File: config.mk
export PLATFORM = sky130hd
export DESIGN_NAME = weighted_cost_channel_selector
export DESIGN_NICKNAME = d
export VERILOG_FILES = /design/src/hdl/wccs_pkg.sv /design/src/hdl/wccs_ctrl.sv /design/src/hdl/wccs_dp.sv /design/src/hdl/weighted_cost_channel_selector.sv
export SDC_FILE = /design/constraint.sdc
export NUM_CORES = 1
export LEC_CHECK = 0
export ABC_AREA = 0
export ABC_CLOCK_PERIOD_IN_PS = 7500
export BUFFER_PORTS_ARGS = -buffer_cell sky130_fd_sc_hd__buf_4
export CAP_MARGIN = 20
export CORE_ASPECT_RATIO = 1.5
export CORE_UTILIZATION = 54
export DETAILED_ROUTE_END_ITERATION = 10
export PLACE_DENSITY = 0.77
export SYNTH_ARGS = -nofsm -noshare
export SYNTH_HDL_FRONTEND = slang
export SYNTH_SLANG_ARGS = --single-unit
File: constraint.sdc
create_clock -name clk -period 7.5 [get_ports clk]
set_input_delay 0.75 -clock clk [delete_from_list [all_inputs] [get_ports clk]]
set_output_delay 0.75 -clock clk [all_outputs]
set_load 0.1 [all_outputs]
File: src/hdl/wccs_pkg.sv
// ----------------------------------------------------------------------------
// wccs_pkg
// shared types and constants of the weighted cost channel selector
// ----------------------------------------------------------------------------
package wccs_pkg;

  localparam int CFG_IDX_W   = 3;
  localparam int OUT_TDATA_W = 8;

  localparam logic [CFG_IDX_W-1:0] CFG_POLICY_MODE = 3'd0;
  localparam logic [CFG_IDX_W-1:0] CFG_RTT_LIMIT_A = 3'd1;
  localparam logic [CFG_IDX_W-1:0] CFG_RTT_LIMIT_B = 3'd2;
  localparam logic [CFG_IDX_W-1:0] CFG_USABLE_CAP_A = 3'd3;
  localparam logic [CFG_IDX_W-1:0] CFG_USABLE_CAP_B = 3'd4;

  localparam logic [1:0] MODE_RR    = 2'd0;
  localparam logic [1:0] MODE_FIXED = 2'd1;
  localparam logic [1:0] MODE_COST  = 2'd2;

  localparam logic [1:0] RESET_MODE = MODE_COST;
  localparam int RESET_RTT_LIMIT_A = 11000;
  localparam int RESET_RTT_LIMIT_B = 51000;
  localparam int RESET_CAP_A       = 480;
  localparam int RESET_CAP_B       = 500;

  typedef enum logic [2:0] {
    ST_IDLE,
    ST_SETUP,
    ST_LOAD,
    ST_RUN,
    ST_COST,
    ST_DECIDE
  } state_t;

  typedef struct packed {
    logic cap;
    logic div_load;
    logic div_step;
    logic cost_en;
    logic out_load;
  } cmd_t;

  typedef struct packed {
    logic need_div;
    logic div_last;
    logic div_all;
  } sts_t;

endpackage

File: src/hdl/wccs_ctrl.sv
// ----------------------------------------------------------------------------
// wccs_ctrl
// sequencer: capture, four shared divisions when needed, cost, decision, output word
// ----------------------------------------------------------------------------
module wccs_ctrl (
  input  logic            clk,
  input  logic            rst_n,
  input  logic            in_tvalid,
  output logic            in_tready,
  output logic            out_tvalid,
  input  logic            out_tready,
  input  wccs_pkg::sts_t  sts,
  output wccs_pkg::cmd_t  cmd
);

  wccs_pkg::state_t state_r, state_nxt;
  logic out_valid_r, out_valid_nxt;
  logic out_free;

  assign out_free = !out_valid_r || out_tready;

  always_comb begin
    state_nxt = state_r;
    unique case (state_r)
      wccs_pkg::ST_IDLE: begin
        if (in_tvalid) state_nxt = wccs_pkg::ST_SETUP;
      end
      wccs_pkg::ST_SETUP: begin
        state_nxt = sts.need_div ? wccs_pkg::ST_LOAD : wccs_pkg::ST_DECIDE;
      end
      wccs_pkg::ST_LOAD: begin
        state_nxt = wccs_pkg::ST_RUN;
      end
      wccs_pkg::ST_RUN: begin
        if (sts.div_last) state_nxt = sts.div_all ? wccs_pkg::ST_COST : wccs_pkg::ST_LOAD;
      end
      wccs_pkg::ST_COST: begin
        state_nxt = wccs_pkg::ST_DECIDE;
      end
      wccs_pkg::ST_DECIDE: begin
        if (out_free) state_nxt = wccs_pkg::ST_IDLE;
      end
      default: state_nxt = wccs_pkg::ST_IDLE;
    endcase
  end

  always_comb begin
    cmd = '0;
    unique case (state_r)
      wccs_pkg::ST_IDLE:   cmd.cap      = in_tvalid;
      wccs_pkg::ST_SETUP:  cmd          = '0;
      wccs_pkg::ST_LOAD:   cmd.div_load = 1'b1;
      wccs_pkg::ST_RUN:    cmd.div_step = 1'b1;
      wccs_pkg::ST_COST:   cmd.cost_en  = 1'b1;
      wccs_pkg::ST_DECIDE: cmd.out_load = out_free;
      default:             cmd          = '0;
    endcase
  end

  always_comb begin
    if (cmd.out_load) begin
      out_valid_nxt = 1'b1;
    end else if (out_tready) begin
      out_valid_nxt = 1'b0;
    end else begin
      out_valid_nxt = out_valid_r;
    end
  end

  always_ff @(posedge clk) begin
    if (!rst_n) begin
      state_r     <= wccs_pkg::ST_IDLE;
      out_valid_r <= 1'b0;
    end else begin
      state_r     <= state_nxt;
      out_valid_r <= out_valid_nxt;
    end
  end

  assign in_tready  = (state_r == wccs_pkg::ST_IDLE);
  assign out_tvalid = out_valid_r;

endmodule

File: src/hdl/wccs_dp.sv
// ----------------------------------------------------------------------------
// wccs_dp
// datapath: settings, item capture, shared restoring divider, costs, result
// ----------------------------------------------------------------------------
module wccs_dp #(
  parameter int RATIO_FRAC_BITS = 16,
  parameter int FIELD_BITS      = 16
) (
  input  logic                                 clk,
  input  logic                                 rst_n,
  input  logic                                 cfg_wr_en,
  input  logic [wccs_pkg::CFG_IDX_W-1:0]       cfg_index,
  input  logic [FIELD_BITS-1:0]                cfg_wdata,
  input  logic [((4*FIELD_BITS+4+7)/8)*8-1:0]  in_tdata,
  input  wccs_pkg::cmd_t                       cmd,
  output wccs_pkg::sts_t                       sts,
  output logic [wccs_pkg::OUT_TDATA_W-1:0]     out_tdata
);

  localparam int F  = FIELD_BITS;
  localparam int R  = RATIO_FRAC_BITS;
  localparam int QW = R + 1;
  localparam int KW = R + 4;
  localparam int CW = $clog2(R + 1);
  localparam logic [QW-1:0] RATIO_MAX = {QW{1'b1}};
  localparam logic [QW-1:0] RATIO_ONE = {1'b1, {R{1'b0}}};

  logic [1:0]   mode_r;
  logic [F-1:0] lim_a_r, lim_b_r, cap_a_r, cap_b_r;

  logic [1:0]   prio_r;
  logic [F-1:0] rtt_a_r, rtt_b_r, load_a_r, load_b_r;
  logic         full_a_r, full_b_r;
  logic         rr_r;

  logic [1:0]    div_idx_r;
  logic [CW-1:0] cnt_r;
  logic [F:0]    rem_r;
  logic [R-1:0]  q_r;
  logic          sat_r;
  logic [QW-1:0] sat_val_r;
  logic [QW-1:0] ratio_r [4];
  logic [KW-1:0] cost_a_r, cost_b_r;
  logic          out_ch_r, out_acc_r;

  logic [F-1:0]  num, den;
  logic [QW-1:0] zero_val;
  logic          ovf, ge, last;
  logic [F:0]    diff;
  logic [2:0]    w_rtt, w_load;
  logic          dec_ch;

  // operand selection for the shared divider
  always_comb begin
    case (div_idx_r)
      2'd0: begin
        num = rtt_a_r;  den = lim_a_r; zero_val = RATIO_MAX;
      end
      2'd1: begin
        num = load_a_r; den = cap_a_r; zero_val = RATIO_ONE;
      end
      2'd2: begin
        num = rtt_b_r;  den = lim_b_r; zero_val = RATIO_MAX;
      end
      default: begin
        num = load_b_r; den = cap_b_r; zero_val = RATIO_ONE;
      end
    endcase
  end

  // quotient exceeds the Q1 range exactly when num >= 2 * den
  assign ovf  = {1'b0, num} >= {den, 1'b0};
  assign ge   = rem_r >= {1'b0, den};
  assign diff = rem_r - (ge ? {1'b0, den} : {(F+1){1'b0}});
  assign last = (cnt_r == CW'(R));

  assign w_rtt  = {1'b0, prio_r} + 3'd1;
  assign w_load = 3'd4 - {1'b0, prio_r};

  always_comb begin
    if (prio_r == 2'd0) begin
      dec_ch = 1'b0;
    end else begin
      case (mode_r)
        wccs_pkg::MODE_RR:    dec_ch = rr_r;
        wccs_pkg::MODE_FIXED: dec_ch = 1'b1;
        default:              dec_ch = !(cost_a_r < cost_b_r);
      endcase
    end
  end

  always_ff @(posedge clk) begin
    if (!rst_n) begin
      mode_r  <= wccs_pkg::RESET_MODE;
      lim_a_r <= F'(wccs_pkg::RESET_RTT_LIMIT_A);
      lim_b_r <= F'(wccs_pkg::RESET_RTT_LIMIT_B);
      cap_a_r <= F'(wccs_pkg::RESET_CAP_A);
      cap_b_r <= F'(wccs_pkg::RESET_CAP_B);
    end else if (cfg_wr_en) begin
      unique case (cfg_index)
        wccs_pkg::CFG_POLICY_MODE:  mode_r  <= cfg_wdata[1:0];
        wccs_pkg::CFG_RTT_LIMIT_A:  lim_a_r <= cfg_wdata;
        wccs_pkg::CFG_RTT_LIMIT_B:  lim_b_r <= cfg_wdata;
        wccs_pkg::CFG_USABLE_CAP_A: cap_a_r <= cfg_wdata;
        wccs_pkg::CFG_USABLE_CAP_B: cap_b_r <= cfg_wdata;
        default: ;
      endcase
    end
  end

  always_ff @(posedge clk) begin
    if (!rst_n) begin
      rr_r      <= 1'b0;
      div_idx_r <= 2'd0;
      cnt_r     <= '0;
    end else begin
      if (cmd.cap) div_idx_r <= 2'd0;
      if (cmd.div_load) cnt_r <= '0;
      if (cmd.div_step) begin
        cnt_r <= cnt_r + CW'(1);
        if (last) div_idx_r <= div_idx_r + 2'd1;
      end
      if (cmd.out_load && prio_r != 2'd0 && mode_r == wccs_pkg::MODE_RR) rr_r <= !rr_r;
    end
  end

  always_ff @(posedge clk) begin
    if (cmd.cap) begin
      prio_r   <= in_tdata[1:0];
      rtt_a_r  <= in_tdata[F+1:2];
      rtt_b_r  <= in_tdata[2*F+1:F+2];
      load_a_r <= in_tdata[3*F+1:2*F+2];
      load_b_r <= in_tdata[4*F+1:3*F+2];
      full_a_r <= in_tdata[4*F+2];
      full_b_r <= in_tdata[4*F+3];
    end
    if (cmd.div_load) begin
      rem_r     <= {1'b0, num};
      q_r       <= '0;
      sat_r     <= ovf || (den == '0);
      sat_val_r <= (den == '0) ? zero_val : RATIO_MAX;
    end
    if (cmd.div_step) begin
      rem_r <= {diff[F-1:0], 1'b0};
      q_r   <= {q_r[R-2:0], ge};
      if (last) ratio_r[div_idx_r] <= sat_r ? sat_val_r : {q_r, ge};
    end
    if (cmd.cost_en) begin
      cost_a_r <= KW'(w_rtt) * KW'(ratio_r[0]) + KW'(w_load) * KW'(ratio_r[1]);
      cost_b_r <= KW'(w_rtt) * KW'(ratio_r[2]) + KW'(w_load) * KW'(ratio_r[3]);
    end
    if (cmd.out_load) begin
      out_ch_r  <= dec_ch;
      out_acc_r <= dec_ch ? !full_b_r : !full_a_r;
    end
  end

  assign sts.need_div = (prio_r != 2'd0) && (mode_r != wccs_pkg::MODE_RR)
                        && (mode_r != wccs_pkg::MODE_FIXED);
  assign sts.div_last = last;
  assign sts.div_all  = (div_idx_r == 2'd3);

  assign out_tdata = wccs_pkg::OUT_TDATA_W'({out_acc_r, out_ch_r});

endmodule

File: src/hdl/weighted_cost_channel_selector.sv
// ----------------------------------------------------------------------------
// weighted_cost_channel_selector
// picks channel A or B for the packet at the head of the send list
//
//   channel  dir  word fields (lowest bit up)
//   in_      in   priority_req, rtt_a, rtt_b, load_a, load_b, full_a, full_b
//   out_     out  chosen_channel, accepted
//   cfg_     in   policy_mode, rtt_limit_a/b, usable_capacity_a/b by index
//
// one word at a time; cost mode with nonzero priority runs four divisions
//   through the one bit-per-cycle divider, then the cost step and the
//   decision; other words go from setup straight to the decision
// a finished word waits in the output register while the next is taken in
// synchronous active-low reset; no clearing pass
// ----------------------------------------------------------------------------
module weighted_cost_channel_selector #(
  parameter int RATIO_FRAC_BITS = 16,
  parameter int FIELD_BITS      = 16
) (
  input  logic                                 clk,
  input  logic                                 rst_n,
  input  logic                                 in_tvalid,
  output logic                                 in_tready,
  // priority_req, rtt_a, rtt_b, load_a, load_b, full_a, full_b, zero pad
  input  logic [((4*FIELD_BITS+4+7)/8)*8-1:0]  in_tdata,
  output logic                                 out_tvalid,
  input  logic                                 out_tready,
  // chosen_channel, accepted, zero pad
  output logic [wccs_pkg::OUT_TDATA_W-1:0]     out_tdata,
  input  logic                                 cfg_wr_en,
  input  logic [wccs_pkg::CFG_IDX_W-1:0]       cfg_index,
  input  logic [FIELD_BITS-1:0]                cfg_wdata
);

  wccs_pkg::cmd_t cmd;
  wccs_pkg::sts_t sts;

  wccs_ctrl u_ctrl (
    .clk        (clk),
    .rst_n      (rst_n),
    .in_tvalid  (in_tvalid),
    .in_tready  (in_tready),
    .out_tvalid (out_tvalid),
    .out_tready (out_tready),
    .sts        (sts),
    .cmd        (cmd)
  );

  wccs_dp #(
    .RATIO_FRAC_BITS (RATIO_FRAC_BITS),
    .FIELD_BITS      (FIELD_BITS)
  ) u_dp (
    .clk       (clk),
    .rst_n     (rst_n),
    .cfg_wr_en (cfg_wr_en),
    .cfg_index (cfg_index),
    .cfg_wdata (cfg_wdata),
    .in_tdata  (in_tdata),
    .cmd       (cmd),
    .sts       (sts),
    .out_tdata (out_tdata)
  );

endmodule

# == Word level (Yosys, flattened, before mapping) ==
# Memories as Yosys holds them, arrays and structs flattened.
# Index checks and enable logic that the tools add are counted.
# totals
word_cells,120
mem_count,1
in_bits,96
output_inout_bits,10
ram_bits,68
regBits,239
# mem_list
memory,depth,width,rd,rd_clocked_by_memory_dff,write_ports,line,text
u_dp.ratio_r,4,17,4,0,1,wccs_dp.sv:42,logic [QW-1:0] ratio_r [4];
# classes
n_eq_ne,18
n_reduce_logical,28
n_mux,33
addsub,7
n_mul,4
magnitude_cmp,3
# op_table
operator,count
one-hot mux 16 bit (3 select lines),2
multiplier 3 x 17 -> 20 bit,4
2-to-1 mux 16 bit,4
2-to-1 mux 17 bit,3
adder 20 bit,2
less-than comparator 20 bit,1
one-hot mux 3 bit (6 select lines),1
greater-or-equal comparator 16 x 17 -> 1 bit,1
greater-or-equal comparator 17 x 16 -> 1 bit,1
logical NOT 16 bit,1
subtractor 16 bit,1
2-to-1 mux 3 bit,5
equality test 3 x 2 -> 1 bit (second input constant),4
2-to-1 mux 1 bit,12
2-to-1 mux 5 bit,2
AND reduction 2 bit,5
equality test 3 bit (second input constant),3
nonzero test 2 bit,4
equality test 3 x 1 -> 1 bit (second input constant),2
logical NOT 2 bit,3
logical NOT 3 bit,2
2-to-1 mux 2 bit,3
inequality test 2 x 1 -> 1 bit (second input constant),3
adder 5 x 1 -> 5 bit (second input constant),1
13 further kinds,23

# == Logic depth before layout (Yosys ltp) ==
# Gate-level depths: netlist of the first run.
# depth
depth_word,6
ltp_mapped,25
mapped_depth_nobuf,23

# == By module ==
# Synthesis of the first run repeated with hierarchy kept, for this count alone.
# unflattened
hier_cells,1747
area_unflattened_um2,18131.1
# by_module_without_submodules
module,cells_each,area_per_inst_um2,instances
wccs_dp,1708,17800.8,1
wccs_ctrl,39,330.3,1

# == Worst setup path after synthesis of the first run ==
# Ideal clock, no wire load.
# synth_timing
path_kind,register to register
start,register u_dp.div_idx_r[0]
end,register u_dp.rem_r[15] (data pin)
setup_time_ns,0.269
arrival_ns,5.020
period_less_slack_ns,5.289
setup_slack_ns,2.211
required_ns,7.231
path_stages_with_launch,26
path_cell_list,dfxtp_1 ha_1 inv_1 clkbuf_1 clkbuf_1 nor2_1 a21oi_1 inv_1 ha_1 nand4_1 nor2_1 nand3_1 or4_4 o2111ai_4 and2_1 ha_1 inv_1 fa_1 a211oi_1 o21bai_1 a31oi_1 o21ai_0 o41ai_1 o21ai_0 xnor2_1 o21ai_0
# synth_between
elab_chain_len,6
# synth_lines
item,line,text
from (decl),wccs_dp.sv:36,logic [1:0] div_idx_r;
from (signal assigned),wccs_dp.sv:121,if (last) div_idx_r <= div_idx_r + 2'd1;
equality test 2 bit (tied with other cells),wccs_dp.sv:55,case (div_idx_r)
one-hot mux 16 bit (3 select lines),wccs_dp.sv:55,
greater-or-equal comparator 17 x 16 -> 1 bit,wccs_dp.sv:73,"assign ge = rem_r >= {1'b0, den};"
2-to-1 mux 16 bit,wccs_dp.sv:74,"assign diff = rem_r - (ge ? {1'b0, den} : {(F+1){1'b0}});"
subtractor 16 bit,wccs_dp.sv:74,
2-to-1 mux 17 bit *,wccs_dp.sv:143,if (cmd.div_step) begin
to (signal assigned),wccs_dp.sv:138,"rem_r <= {1'b0, num};"
to (signal assigned),wccs_dp.sv:144,"rem_r <= {diff[F-1:0], 1'b0};"
to (decl),wccs_dp.sv:38,logic [F:0] rem_r;
# Mark *: on every way between the ends. The rest lies on a longest branch, timed or not. The select of a mux whose other input is x is not followed.
# A chain may end at the register's enable or synchronous reset.

# == Worst setup path in the final report of the first run ==
# layout_timing
start,register u_dp.div_idx_r[0]
end,register u_dp.rem_r[16] (data pin)
# layout_between
elab_chain_len,6
# layout_lines
item,line
equality test 2 bit (tied with other cells),wccs_dp.sv:55
one-hot mux 16 bit (3 select lines) *,wccs_dp.sv:55
greater-or-equal comparator 17 x 16 -> 1 bit,wccs_dp.sv:73
2-to-1 mux 16 bit *,wccs_dp.sv:74
subtractor 16 bit *,wccs_dp.sv:74
2-to-1 mux 17 bit *,wccs_dp.sv:143
# Mark *: on every way between the ends. The rest lies on a longest branch, timed or not.

==> run_results.csv, run 1 <==
group,metric,value,unit
setup_path,arrival,7.07,ns
floorplan,num_rows,82,
outcome,status,"finished, final reports clean",
global_route,overflow,0,
route,num_vias,12951,
clock_tree,ctsResizeCount,0,
sta,worstMarginPinSlew,1.13,ns
clock_tree,cts-buffers-inserted,27,
route,avgViaCountPerCell,5.64,
cells_and_area,final_cell_mix,"nand2_1 (343), edfxtp_1 (212), inv_1 (205), fa_1 (131), buf_4 (119)",
cells_and_area,drive_gt1_frac,0.0981,
clock_tree,htreeDepth,1,
floorplan,die_area,0.0349,mm²
min_path,hold_depth,1,
sta,layout_min_cycle_time,6.66,ns
global_route,grt_pass1_vias,13881,
logic_synthesis,synth-seq-area-share,0.431,
floorplan,io_pins,106,
clock_tree,cts_tree,"built",
job,cap_viol_max_count,0,
min_path,hold_end,"u_dp.prio_r[1]",
setup_path,crit_path_end_kind,"register",
power_and_ir_drop,ir_drop,0.000198,V
clock_tree,clkSinkCount,291,
logic_synthesis,synth_enable_flop_cells,212,
setup_path,required,7.90,ns
logic_synthesis,netlist_area,0.0184,mm²
sta,rsz0062_at_grt,"no",
logic_synthesis,yosysUniqueCellTypes,65,
logic_synthesis,synth-async-reset-ratio,0,
place,port_buffers,95,
clock_tree,ctsHoldBuffers,0,
min_path,hold_class,"in -> reg",
route,finalWirelength,39900,µm
route,routedWlPerCell,17.4,µm
place,place_congestion,0.877,
min_path,worstHoldStart,"in_tdata[1]",
logic_synthesis,synth_ff_type,"edfxtp_1",
logic_synthesis,postSynthAreaPerCell,10.3,µm²
clock_tree,path_clk_slew,0.06,ns
sta,final.setup.tns,0,ns
sta,fin_hold_ws,0.355,ns
global_route,grt_pass1_wl,65400,µm
clock_tree,postCtsSetupRepairBufs,0,
floorplan,chipWidth,153,µm
cells_and_area,area_delta_synth_final,11.2,%
route,antenna_left,0,
clock_tree,root_buffer,"clkbuf_16",
sta,skew,0.0264,ns
route,route.detailed.drc,0,
setup_path,crit_type,"reg -> reg",
sta,fmax,150,MHz
logic_synthesis,synth.area.top_cells,"edfxtp_1 (35%), fa_1 (14%), dfxtp_1 (8.6%), ha_1 (7.9%), nand2_1 (7.0%)",
place,hpwl,30300,µm
setup_path,reg2reg_to,"u_dp.rem_r[16]",
setup_path,worst_setup_path_start_kind,"register",
setup_path,cp_max_fo,37,
route,drt_iter0_drc,773,
floorplan,start_util,0.549,
setup_path,r2r-start,"u_dp.div_idx_r[0]",
power_and_ir_drop,powerDensity,255,mW/mm²
cells_and_area,utilization,0.611,
logic_synthesis,synth_warnings,0,
sta,setup_viol,0,
floorplan,die_h,228,µm
sta,slew_violations,0,
global_route,grt_antenna_before_repair,0,
sta,finalCritPeriodShare,0.889,
logic_synthesis,syn_inst,1781,
route,drtPass1Iterations,6,
cells_and_area,nets,2199,
clock_tree,clockBufferDepth,3,
sta,slew-limit-headroom,0.237,
logic_synthesis,yosysTopAreaCellShare,0.345,
global_route,grt_max_degree,78,
clock_tree,clock_latency,0.57,ns
logic_synthesis,synth_largest_area_cell,"edfxtp_1",
logic_synthesis,synth-seq-cells,291,
global_route,track_usage,0.234,
cells_and_area,num_antenna_cells,0,
setup_path,r2r_slack,0.84,ns
power_and_ir_drop,p_leak,8.77,nW
floorplan,core,0.0335,mm²
setup_path,reg2regPathDepth,23,
cells_and_area,layout_commonest_cell,"nand2_1",
cells_and_area,fillers,2702,
sta,report.final.hold_viol_count,0,
synthesized netlist by cell type (5+ instances only):
master	instances
nand3_1	39
buf_4	9
xnor2_1	35
fa_1	131
xor2_1	13
nor2_1	89
a21oi_1	60
a31oi_1	9
a211oi_1	13
or3_1	12
inv_1	205
and2_1	40
a211o_1	5
o21a_1	9
ha_1	116
clkbuf_1	64
a222oi_1	31
nor4_1	6
nand2b_1	9
o211ai_1	8
mux2i_1	16
and3_1	5
o21ai_0	47
a21boi_0	41
nand4_1	9
nand2_1	343
dfxtp_1	79
nor2b_1	25
edfxtp_1	212
a21o_1	18
nor3_1	18
logic make-up (layout without fill, tap and decap cells):
logic type / Yosys count / in the layout / synth area share
xor+xnor: 49 / 49 / 0.0241
fa+ha+maj: 248 / 248 / 0.222
mux: 20 / 20 / 0.0111
compound gates: 274 / 274 / 0.104
buf+inv: 286 / 374 / 0.0608
simple gates: 612 / 612 / 0.147
flops: 291 / 291 / 0.431
other cells: 1 / 8 / 0.000204
registers in the layout, summed over array words and instances, names as in the netlist, 2 cells and up:
name and flops:
u_dp.cost_a_r 20, u_dp.rtt_a_r 16, u_dp.rem_r 17, u_dp.cnt_r 5, u_dp.rtt_b_r 16, u_dp.mode_r 2, u_dp.load_a_r 16, u_dp.cost_b_r 20
u_dp.lim_a_r 16, u_dp.load_b_r 16, u_ctrl.state_r 3, u_dp.cap_a_r 16, u_dp.prio_r 2, u_dp.q_r 16, u_dp.ratio_r 68, u_dp.div_idx_r 2
u_dp.cap_b_r 16, u_dp.lim_b_r 16
per-layer routing:
layer  part of all wire  global-route usage  vias up
li1                   -                   -     6163
met1               0.35               0.238     6308
met2               0.55               0.457      354
met3              0.039              0.0243      126
met4              0.054               0.136        0
met5                  0                   0        -
layout make-up:
class | count | area, µm² | share of cell area
Multi-Input combinational cell | 1211 | 9390 | 0.459
Sequential cell | 291 | 7950 | 0.388
Timing Repair Buffer | 120 | 913 | 0.0446
Inverter | 205 | 769 | 0.0376
Clock buffer | 33 | 728 | 0.0355
Tap cell | 420 | 526 | 0.0257
Clock inverter | 16 | 206 | 0.0101
how the worst max path moves through the flow:
stage	from	to
floorplan	u_dp.div_idx_r[0]	u_dp.rem_r[15]
global placement	u_dp.div_idx_r[0]	u_dp.rem_r[16]
detailed placement	u_dp.div_idx_r[0]	u_dp.rem_r[16]
CTS	u_dp.div_idx_r[0]	u_dp.rem_r[16]
global route	u_dp.div_idx_r[0]	u_dp.rem_r[15]
finish	u_dp.div_idx_r[0]	u_dp.rem_r[16]
worst max-delay path, stage by stage, from the launching register on:
cell,delay [ns]
dfxtp_1,0.43
ha_1,0.36
clkinv_1,0.39
buf_4,0.32
buf_4,0.25
a21oi_1,0.37
inv_1,0.12
ha_1,0.30
nand3_1,0.08
nor2_1,0.17
nand3_1,0.20
or4_4,0.59
o2111ai_4,0.11
buf_4,0.27
nand2_1,0.13
ha_1,0.29
nor2b_1,0.14
o31ai_1,0.40
a21oi_1,0.23
a211o_1,0.34
a41o_1,0.27
a31oi_1,0.27
xor3_1,0.37
nor2_1,0.09
power by group:
group	switching [mW]	internal [mW]
clock	0.610	0.836
sequential	0.0352	1.92
combinational	1.06	0.772
total	1.71	3.52
through the flow:
step	worst slack (ns)	area, µm²	cells	total power [mW]
4_1_cts	0.785	20500	2295	5.26
5_1_grt	0.376	20500	2296	5.56
3_3_place_gp	0.938	19500	2246	3.73
6_report	0.835	20500	2296	5.23
2_1_floorplan	2.21	18500	1788	3.37
3_5_place_dp	0.855	19500	2246	3.81
Power figures use the tool's default switching activity.
==> run 2, diff against run 1 <==
- SYNTH_HIERARCHICAL: default -> 1
==> run 2 against run 1 <==
Clock skew decreased by 0.0075 ns; clock-buffer cell count decreased by 3; synthesized area decreased by 1.6%; non-clock buffer count decreased by 3; die area decreased by 1.6%; sequential power increased by 18%; worst hold slack improved by 0.011 ns; via count decreased by 2.2%; critical path type unchanged; largest cell class unchanged; largest power group is now combinational logic.
==> run_results.csv, run 2 <==
group,metric,value,unit
floorplan,io_pins,106,
place,place_congestion,0.887,
sta,slew_violations,0,
cells_and_area,max_flop_register,"u_dp/ratio_r",
logic_synthesis,yosysTopAreaCellShare,0.351,
clock_tree,root_buffer,"clkbuf_16",
sta,fmax,154,MHz
logic_synthesis,postSynthAreaPerCell,10.4,µm²
route,drt_iter0_drc,815,
sta,finalCritPeriodShare,0.865,
job,cap_viol_max_count,0,
power_and_ir_drop,p_switching,3.01,mW
setup_path,reg2regPathDepth,22,
setup_path,path_buf_inv,3,
clock_tree,postCtsSetupRepairBufs,0,
sta,setup_viol,0,
cells_and_area,nets,2162,
route,num_vias,12666,
cells_and_area,layout_commonest_cell,"nand2_1",
sta,skew,0.0189,ns
logic_synthesis,synth-seq-cells,291,
floorplan,start_util,0.552,
power_and_ir_drop,clockPowerShare,0.170,
setup_path,cpPeakStageDelay,0.64,ns
setup_path,arrival,6.79,ns
logic_synthesis,netlist_area,0.0181,mm²
setup_path,crit_path_start,"u_dp/div_idx_r[1]",
logic_synthesis,synth_warnings,6,
logic_synthesis,synth_enable_flop_cells,212,
logic_synthesis,ys_top_cells_by_count,"nand2_1 (348), edfxtp_1 (212), inv_1 (205)",
power_and_ir_drop,p_int,4.62,mW
power_and_ir_drop,p_leak,8.55,nW
global_route,grt_max_degree,69,
setup_path,path_delay_family,"compound AO/OA/AOI/OAI gates",
route,antenna_left,0,
logic_synthesis,synth_largest_area_cell,"edfxtp_1",
setup_path,reg2reg_to,"u_dp/rem_r[16]",
setup_path,cp_max_fo,18,
place,hpwl,29200,µm
logic_synthesis,syn_inst,1747,
clock_tree,htreeDepth,1,
route,avgViaCountPerCell,5.62,
setup_path,crit_chain,"inv_1 -> ha_1 -> buf_4 -> a222oi_1 -> mux2i_1 -> inv_1 -> ha_1 -> a21o_1 -> a21o_1 -> a221o_1 -> a2111oi_2 -> o21ai_4 -> nand2_1 -> ha_1 -> nor2b_1 -> o31ai_1 -> a21oi_1 -> o41a_1 -> a41o_1 -> a31oi_1 -> nand2b_1 -> mux2i_1",
outcome,status,"finished, final reports clean",
place,port_buffers,95,
clock_tree,ctsHoldBuffers,0,
floorplan,chipWidth,152,µm
setup_path,r2r-start,"u_dp/div_idx_r[1]",
cells_and_area,num_antenna_cells,0,
clock_tree,clock_latency,0.56,ns
sta,report.final.hold_viol_count,0,
logic_synthesis,yosysUniqueCellTypes,75,
floorplan,die_h,226,µm
power_and_ir_drop,seqPwrFrac,0.303,
logic_synthesis,synth-seq-area-share,0.438,
sta,final.setup.tns,0,ns
clock_tree,ctsResizeCount,0,
setup_path,slowest_stage,"ha_1",
power_and_ir_drop,power_frac_comb,0.526,
min_path,hold_class,"in -> reg",
global_route,track_usage,0.237,
clock_tree,clockBufferDepth,3,
cells_and_area,area_delta_synth_final,10.6,%
logic_synthesis,synth-async-reset-ratio,0,
power_and_ir_drop,powerDensity,380,mW/mm²
logic_synthesis,synth_ff_type,"edfxtp_1",
floorplan,die_area,0.0343,mm²
global_route,grt_pass1_wl,63500,µm
cells_and_area,final_cell_mix,"nand2_1 (348), edfxtp_1 (212), inv_1 (205), fa_1 (131), buf_4 (116)",
setup_path,crit_end,"u_dp/rem_r[16]",
route,route.detailed.drc,0,
cells_and_area,drive_gt1_frac,0.0989,
floorplan,num_rows,81,
power_and_ir_drop,switching_share,0.395,
cells_and_area,largest_reg_flops,68,
setup_path,cpMostUsedCell,"ha_1",
cells_and_area,largest_registers,"u_dp/ratio_r x68, u_dp/cost_a_r x20, u_dp/cost_b_r x20",
place,dp_slack,1.11,ns
setup_path,crit_type,"reg -> reg",
route,finalWirelength,39100,µm
setup_path,worst_setup_path_start_kind,"register",
power_and_ir_drop,ir_drop,0.000235,V
sta,layout_min_cycle_time,6.49,ns
route,drtPass1Iterations,5,
floorplan,core,0.0328,mm²
sta,rsz0062_at_grt,"no",
global_route,grt_pass1_vias,13664,
clock_tree,path_clk_slew,0.07,ns
setup_path,r2r_slack,1.01,ns
global_route,grt_antenna_before_repair,0,
logic_synthesis,synth.area.top_cells,"edfxtp_1 (35%), fa_1 (14%), dfxtp_1 (8.7%), ha_1 (8.0%), nand2_1 (7.2%)",
clock_tree,clkSinkCount,291,
sta,slew-limit-headroom,0.220,
power_and_ir_drop,total_power,7.63,mW
setup_path,required,7.80,ns
clock_tree,cts_tree,"built",
sta,worst_slack,1.01,ns
clock_tree,cts-buffers-inserted,27,
setup_path,path_depth,22,
sta,worstMarginPinSlew,1.14,ns
route,routedWlPerCell,17.3,µm
cells_and_area,fillers,2710,
global_route,overflow,0,
logic_synthesis,synth_most_common_cell,"nand2_1",
setup_path,crit_path_end_kind,"register",
## run 2: cell types whose count changed after synthesis, sizes merged, moves of 9 or more
cell    change
nor2b      -10
or3         -9
a21oi      +45
and2       -10
a21boi     -39
a211oi     -11
## run 2: cells by family (layout without fill, tap and decap cells)
| kind of cell | Yosys count | in the layout | share of synthesized area |
|---|---|---|---|
| AND/OR/NAND/NOR | 582 | 582 | 0.141 |
| flip-flops | 291 | 291 | 0.438 |
| buffers and inverters | 287 | 373 | 0.0627 |
| AO/OA/AOI/OAI | 279 | 279 | 0.103 |
| adder cells (fa/ha/maj) | 250 | 250 | 0.226 |
| XOR/XNOR | 43 | 43 | 0.0208 |
| multiplexers | 14 | 14 | 0.00794 |
| other | 1 | 8 | 0.000207 |
## run 2: worst min-delay path by stage
stage / depth (start not counted) / endpoint / startpoint / slack, ns
final: 1 / u_dp/load_b_r[4] / in_tdata[54] / 0.37
after global routing: 1 / u_dp/full_a_r / in_tdata[66] / 0.34
after CTS: 1 / u_dp/rtt_a_r[15] / in_tdata[17] / 0.34
after detailed placement: 2 / u_dp/cap_b_r[11] / u_dp/cap_b_r[11] / 0.45
after global placement: 2 / u_dp/lim_b_r[7] / u_dp/lim_b_r[7] / 0.44
after floorplan: 2 / u_dp/lim_b_r[0] / u_dp/lim_b_r[0] / 0.44
## run 2: layout make-up
class,count,area (µm²),area share
timing repair buffer,117,891,0.0444
sequential,291,7950,0.396
clock buffer,30,687,0.0343
inverter,206,773,0.0386
multi-input combinational,1176,9080,0.453
tap,415,519,0.0259
clock inverter,20,148,0.00736
## run 2: stage by stage
stage	util	std cells	area [µm²]	hold WS, ns
4_1_cts	0.610	2254	20000	0.341
6_report	0.611	2255	20000	0.366
3_3_place_gp	0.585	2204	19200	0.441
2_1_floorplan	-	1754	18200	0.436
3_5_place_dp	0.585	2204	19200	0.447
5_1_grt	0.611	2255	20000	0.339
## run 2: power by group through the flow
stage	Clock (mW)	Sequential, mW	Combinational, mW
2_1_floorplan	0	2.31	3.16
3_3_place_gp	0	2.34	3.85
3_5_place_dp	0	2.35	3.99
4_1_cts	1.33	2.31	4.02
5_1_grt	1.39	2.33	4.56
6_report	1.30	2.31	4.01
## run 2: metal layers
layer | GRT usage | vias to the layer above | wire (µm)
met5 | 0 | - | 0
met4 | 0.111 | 0 | 1540
met3 | 0.0278 | 106 | 1400
met2 | 0.463 | 296 | 22000
met1 | 0.245 | 6213 | 14100
li1 | - | 6051 | -
==> run 3, diff against run 2 <==
- RECOVER_POWER: default -> 50
==> run 3 against run 2 <==
The run now ends with capacitance limit, slew limit left; global-route usage unchanged; setup slack improved by 0.0095 ns; cell count unchanged; non-clock buffer count is the same; fmax rose by 0.15%; clock power is essentially flat; design area down 0.26%; flip-flop and latch count unchanged; critical path type unchanged; largest power group unchanged.
==> run_results.csv, run 3 (synthesized netlist as in run 2, its figures left out) <==
group,metric,value,unit
outcome,status,"finished with violations",
outcome,violations,"capacitance limit, slew limit",
cells_and_area,seq_area,0.00795,mm²
floorplan,chipWidth,152,µm
cells_and_area,num_antenna_cells,0,
setup_path,worst_setup_path_start_kind,"register",
place,port_buffers,95,
clock_tree,root_buffer,"clkbuf_16",
floorplan,io_pins,106,
min_path,hold_class,"in -> reg",
setup_path,cp_max_fo,18,
global_route,grt_max_degree,69,
cells_and_area,fillers,2721,
place,placed_cell_area,0.0192,mm²
global_route,grt_antenna_before_repair,0,
clock_tree,htreeDepth,1,
sta,setup_viol,0,
route,avgViaCountPerCell,5.62,
clock_tree,clockBufferDepth,3,
floorplan,core,0.0328,mm²
floorplan,num_rows,81,
route,antenna_left,0,
cells_and_area,layout_commonest_cell,"nand2_1",
sta,fin_hold_ws,0.386,ns
cells_and_area,largest_registers,"u_dp/ratio_r x68, u_dp/cost_a_r x20, u_dp/cost_b_r x20",
cells_and_area,drive_gt1_frac,0.0924,
clock_tree,clkSinkCount,291,
clock_tree,cts_tree,"built",
setup_path,crit_path_start,"u_dp/div_idx_r[1]",
setup_path,arrival,6.79,ns
sta,worstMarginPinSlew,3.53,ns
sta,skew,0.0175,ns
power_and_ir_drop,p_leak,8.49,nW
sta,rsz0062_at_grt,"no",
clock_tree,cts-buffers-inserted,27,
power_and_ir_drop,ir_drop,0.000236,V
setup_path,r2r_slack,1.02,ns
global_route,grt_pass1_vias,13664,
clock_tree,postCtsSetupRepairBufs,0,
cells_and_area,max_flop_register,"u_dp/ratio_r",
cells_and_area,fin_area,0.0200,mm²
route,routedWlPerCell,17.3,µm
global_route,overflow,0,
route,num_vias,12683,
setup_path,r2r-start,"u_dp/div_idx_r[1]",
place,hpwl,29200,µm
sta,finalCritPeriodShare,0.864,
clock_tree,path_clk_slew,0.07,ns
power_and_ir_drop,powerDensity,381,mW/mm²
cells_and_area,nets,2162,
job,cap_viol_max_count,2,
sta,slew_violations,106,
route,drtPass1Iterations,5,
cells_and_area,largest_reg_flops,68,
setup_path,crit_end,"u_dp/rem_r[16]",
setup_path,crit_type,"reg -> reg",
setup_path,required,7.80,ns
floorplan,start_util,0.552,
sta,slew-limit-headroom,-1.35,
clock_tree,clock_latency,0.56,ns
sta,final.setup.tns,0,ns
cells_and_area,multiInputGateArea,0.00907,mm²
clock_tree,ctsHoldBuffers,0,
floorplan,die_h,226,µm
route,finalWirelength,39000,µm
sta,fmax,154,MHz
setup_path,reg2reg_to,"u_dp/rem_r[16]",
global_route,track_usage,0.237,
sta,report.final.hold_viol_count,0,
sta,layout_min_cycle_time,6.48,ns
floorplan,die_area,0.0343,mm²
setup_path,crit_path_end_kind,"register",
route,drt_iter0_drc,814,
clock_tree,ctsResizeCount,0,
cells_and_area,final_cell_mix,"nand2_1 (348), edfxtp_1 (212), inv_1 (205), fa_1 (131), ha_1 (115)",
cells_and_area,area_delta_synth_final,10.3,%
route,route.detailed.drc,0,
setup_path,reg2regPathDepth,22,
global_route,grt_pass1_wl,63500,µm
place,place_congestion,0.887,
run 3: cell types whose count changed in the layout (fill, tap and decap cells not counted), sizes merged:
cell / previous run / this run
clkbuf: 30 / 106
buf: 117 / 41
run 3: through the flow:
stage / worst slack [ns] / instances / utilization / total power [mW]
floorplan: 2.14 / 1754 / - / 5.47
global placement: 1.21 / 2204 / 0.585 / 6.19
detailed placement: 1.11 / 2204 / 0.585 / 6.34
CTS: 1.07 / 2254 / 0.610 / 7.67
global route: 0.637 / 2255 / 0.609 / 8.29
finish: 1.02 / 2255 / 0.609 / 7.62
run 3: worst min-delay path by stage:
| stage | from | endpoint | slack [ns] | cells past startpoint |
|---|---|---|---|---|
| finish | in_tdata[66] | u_dp/full_a_r | 0.39 | 1 |
| global route | in_tdata[19] | u_dp/rtt_b_r[1] | 0.37 | 1 |
| CTS | in_tdata[17] | u_dp/rtt_a_r[15] | 0.34 | 1 |
| detailed placement | u_dp/cap_b_r[11] | u_dp/cap_b_r[11] | 0.45 | 2 |
| global placement | u_dp/lim_b_r[7] | u_dp/lim_b_r[7] | 0.44 | 2 |
| floorplan | u_dp/lim_b_r[0] | u_dp/lim_b_r[0] | 0.44 | 2 |
run 3: cell type report:
class                   instances  area share
clock buffers                  30      0.0344
clock inverters                20     0.00738
inverters                     206      0.0387
multi-input cells            1176       0.454
flip-flops and latches        291       0.397
well taps                     415      0.0260
repair buffers                117      0.0424
run 3: power breakdown:
group	internal [mW]	switching [mW]	leakage, nW	total [mW]
Clock	0.701	0.599	0.393	1.30
Sequential	2.23	0.0925	2.59	2.32
Combinational	1.69	2.31	5.51	4.00
run 3: critical path, cell delays in order (launching register included):
cell,delay [ns]
dfxtp_1,0.33
inv_1,0.10
ha_1,0.63
buf_4,0.38
a222oi_1,0.16
mux2i_1,0.45
inv_1,0.13
ha_1,0.31
a21o_1,0.18
a21o_1,0.17
a221o_1,0.36
a2111oi_2,0.47
o21ai_4,0.25
nand2_1,0.17
ha_1,0.24
nor2b_1,0.14
o31ai_1,0.37
a21oi_1,0.22
o41a_1,0.42
a41o_1,0.30
a31oi_1,0.24
nand2b_1,0.14
mux2i_1,0.06
run 3: routing by layer:
metal | share of wire | up-vias | track usage | wire length, µm
li1 | - | 6051 | - | -
met1 | 0.36 | 6194 | 0.245 | 13900
met2 | 0.56 | 349 | 0.463 | 21900
met3 | 0.044 | 89 | 0.0278 | 1730
met4 | 0.037 | 0 | 0.111 | 1440
met5 | 0 | - | 0 | 0
